===== config.mk =====
export PLATFORM = sky130hd
export DESIGN_NAME = rsn_name_cmp
export DESIGN_NICKNAME = d
export VERILOG_FILES = /design/src/sv/rsn_pkg.sv /design/src/sv/rsn_name_cmp.sv
export SDC_FILE = /design/constraint.sdc
export NUM_CORES = 1
export LEC_CHECK = 0
export ABC_AREA = 1
export BUFFER_PORTS_ARGS = -buffer_cell sky130_fd_sc_hd__buf_4
export CELL_PAD_IN_SITES_DETAIL_PLACEMENT = 0
export CELL_PAD_IN_SITES_GLOBAL_PLACEMENT = 1
export CORE_AREA = 2 2 198 200
export DETAILED_ROUTE_END_ITERATION = 12
export DIE_AREA = 0 0 200 202
export MAX_ROUTING_LAYER = met4
export PLACE_DENSITY_LB_ADDON = 0.08
export SYNTH_ARGS = -nofsm -noshare
export SYNTH_HDL_FRONTEND = slang
export SYNTH_SLANG_ARGS = --single-unit

===== constraint.sdc =====
create_clock -name vclk -period 1.7
set_input_delay 0.17 -clock vclk [all_inputs]
set_output_delay 0.17 -clock vclk [all_outputs]
set_load 0.01 [all_outputs]

===== src/sv/rsn_pkg.sv =====
`default_nettype none
// ----------------------------------------------------------------------------
// rsn_pkg
// Shared types, constants and helpers of the record sorter.
// ----------------------------------------------------------------------------
package rsn_pkg;

	localparam int RSN_MAX_RECORDS = 64;
	localparam int RSN_NAME_BYTES  = 32;
	localparam int NAME_WORDS      = 4;
	localparam int KEY_BYTES       = NAME_WORDS * 8;

	typedef logic [NAME_WORDS-1:0][63:0] name_t;

	typedef struct packed {
		name_t              name;
		logic signed [31:0] quantity;
		logic [31:0]        price;
	} rec_t;

	// byte mask of one name word: bytes at or beyond name_bytes are cleared
	function automatic logic [63:0] name_mask(input int word, input int name_bytes);
		logic [63:0] m;
		m = '0;
		for (int b = 0; b < 8; b++) begin
			if (8 * word + b < name_bytes) begin
				m[8*b +: 8] = 8'hFF;
			end
		end
		return m;
	endfunction

endpackage
`default_nettype wire


===== src/sv/rsn_name_cmp.sv =====
`default_nettype none
// ----------------------------------------------------------------------------
// rsn_name_cmp
// Name compare: a strictly greater than b, byte order, stops at terminator.
// ----------------------------------------------------------------------------
module rsn_name_cmp
	import rsn_pkg::*;
(
	input  name_t a,
	input  name_t b,
	output logic  greater
);

	logic [KEY_BYTES-1:0] stop;
	logic [KEY_BYTES-1:0] gt;
	logic [KEY_BYTES-1:0] first;

	// per byte: a difference or a shared terminator ends the compare
	always_comb begin
		for (int k = 0; k < KEY_BYTES; k++) begin
			stop[k] = (a[k/8][8*(k%8) +: 8] != b[k/8][8*(k%8) +: 8]) ||
			          (a[k/8][8*(k%8) +: 8] == 8'd0);
			gt[k]   = a[k/8][8*(k%8) +: 8] > b[k/8][8*(k%8) +: 8];
		end
	end

	// lowest stopping byte decides
	assign first   = stop & (~stop + {{(KEY_BYTES-1){1'b0}}, 1'b1});
	assign greater = |(first & gt);

endmodule
`default_nettype wire


==> impl_metrics.env <==
export IMPL_outcome="finished with violations"
export IMPL_failed_checks="setup timing"
export IMPL_routed_wl_met2_um=19150
export IMPL_crit_type="in2out"
export IMPL_grt_pass1_vias=11050
export IMPL_ys_seq_area_share_pct=0
export IMPL_synthXorXnorAreaFrac_pct=0
export IMPL_synth_compound_gate_area_share_pct=11.66
export IMPL_viasPerCell=4.119
export IMPL_layout_commonest_cell="buf_4"
export IMPL_num_vias=10750
export IMPL_areaGrowthSynthToFinish_pct=79.15
export IMPL_setup_viol=1
export IMPL_cp_end_kind="primary output"
export IMPL_p_leak_nw=8.286
export IMPL_port_buffer_count=513
export IMPL_coreArea_mm2=0.03829
export IMPL_drv_cap=0
export IMPL_die_h_um=202
export IMPL_start_util_pct=21.52
export IMPL_period_share_pct=126.1
export IMPL_yosys_warnings=0
export IMPL_yosys_area_share_simple_pct=33.80
export IMPL_drc_errors=0
export IMPL_num_rows=72
export IMPL_rsz0062_at_grt="true"
export IMPL_grt_overflow_total=0
export IMPL_finalPower_mw=2.960
export IMPL_grt_max_degree=5
export IMPL_critical_path_slowest_cell="ha_4"
export IMPL_relSlewSlack_pct=74.37
export IMPL_final_cell_mix="586 x buf_4, 307 x inv_1, 284 x nand2_1, 223 x nor2_1, 211 x ha_1"
export IMPL_hold_violations=0
export IMPL_dr_pass1_iters=4
export IMPL_fmax_ghz=0.4666
export IMPL_crit_path_max_fanout=2
export IMPL_powerDensity_mw_per_mm2=200.5
export IMPL_syn_inst=1484
export IMPL_drt_iter0_markers=244
export IMPL_muxShareOfSynthArea_pct=0
export IMPL_cp_slowest_stage_delay_ns=0.26
export IMPL_ios=513
export IMPL_yosys_cell_types_count=22
export IMPL_syn_area_per_cell_um2=5.553
export IMPL_startpoint_type="input pin"
export IMPL_ir_drop_mv=0.09068
export IMPL_antenna_found_initial=4
export IMPL_final_setup_tns_ns=-0.4430
export IMPL_grt_pass1_wl_um=55940
export IMPL_place_gp_congestion=0.8480
export IMPL_fin_crit_ns=2.143
export IMPL_met1_length_um=15220
export IMPL_design_seq_count=0
export IMPL_worstMarginPinSlew_ns=0.3805
export IMPL_grt_usage_pct=18.11
export IMPL_place_hpwl_um=35340
export IMPL_synthesis_nets=2252
export IMPL_crit_arrival_ns=1.97
export IMPL_layout_drive_gt1_share_pct=40.69
export IMPL_synth_top_family_by_area="adder cells"
export IMPL_crit_chain="buf_4, ha_4, nand2_2, nor2_2, nand2_1, buf_4, buf_4, buf_4, buf_4, nand2_1, nand2_1, nand2_1, nand2_1, nor2_2, nand3_2, buf_6"
export IMPL_hold_class="in2out"
export IMPL_syn_area_mm2=0.008240
export IMPL_wl_um=37360
export IMPL_slew_violations=0
export IMPL_nNetsFinal=2859
export IMPL_worst_slack_ns=-0.4430
export IMPL_multi_input_area_mm2=0.008175
export IMPL_wl_met3_um=2843
export IMPL_dieArea_mm2=0.04040
export IMPL_placed_area_mm2=0.01361
export IMPL_final_cell_area_mm2=0.01476
export IMPL_crit_required_ns=1.53
export IMPL_die_w_um=200
export IMPL_clkbuf_count=0
export IMPL_regArea_um2=0
export IMPL_top_layer_used="met4"
export IMPL_synth_adder_area_share_pct=38.87
export IMPL_antenna_left=0
export IMPL_wl_per_cell_um=14.31
export IMPL_nFillCells=4225
## area by class of cell
class | count | share of cell area [%]
diodes | 4 | 0.06780
well taps | 518 | 4.390
multi-input cells | 1140 | 55.38
inverters | 344 | 8.831
repair buffers | 605 | 31.33
## synth_stat cells, drive strengths merged
cell type / n / area (µm²)
nand2: 351 / 1330
inv: 344 / 1291
nor2: 308 / 1204
ha: 256 / 3203
a21oi: 118 / 590.6
o21ai: 34 / 170.2
nand3: 28 / 145.1
o211ai: 18 / 135.1
nand4: 6 / 37.54
nor3: 6 / 30.03
and2: 3 / 18.77
a21boi: 2 / 15.01
a21o: 2 / 15.01
a31oi: 2 / 12.51
and3: 2 / 12.51
o21a: 2 / 15.01
a211oi: 1 / 7.510
nand3b: 1 / 7.510
## critical path: cells and delay by family
| family | cells | cell delay (ns) |
|---|---|---|
| AND/OR/NAND/NOR | 9 | 0.80 |
| adder cells (fa/ha/maj) | 1 | 0.26 |
| buffers and inverters | 6 | 0.74 |
## path summary, 6_finish.rpt
check	startpoint	to	slack (ns)	cells after the start
worst max-delay path	a[43]	greater	-0.44	16
worst min-delay path	a[191]	greater	1.12	9
## stage by stage
| step | worst slack (ns) | hold WS, ns | utilization, % | std cells |
|---|---|---|---|---|
| after floorplan | -0.0000002220 | 0.8402 | - | 1484 |
| after global placement | -0.7764 | 1.183 | 35.56 | 2594 |
| after detailed placement | -0.7787 | 1.177 | 35.56 | 2594 |
| after CTS | -0.4679 | 1.176 | 37.28 | 2604 |
| after global routing | -0.5905 | 1.226 | 38.56 | 2611 |
| final | -0.4430 | 1.124 | 38.56 | 2611 |
## kinds of logic after synthesis
group | count (synthesis)
buffers and inverters | 344
AO/OA/AOI/OAI | 179
AND/OR/NAND/NOR | 705
adder cells (fa/ha/maj) | 256
## per-layer routing
metal | up-vias | GRT usage, %
li1 | 5841 | -
met1 | 4608 | 20.57
met2 | 297 | 34.09
met3 | 8 | 3.588
met4 | 0 | 0.6085
met5 | - | -
## report_power, final
part / internal [mW] / switching (mW) / leakage (nW)
Combinational: 1.61 / 1.35 / 8.29
Sequential: 0 / 0 / 0
Clock: 0.000000317 / 0 / 0.0000254
Total: 1.61 / 1.35 / 8.29
## repair_timing
action	CTS	global route
setup endpoints to repair	1	1
pin swaps	75	75
resized for setup	140	116
buffers inserted	11	3
hold buffers	0	0
Note: power is estimated with default switching activity, not from simulation.
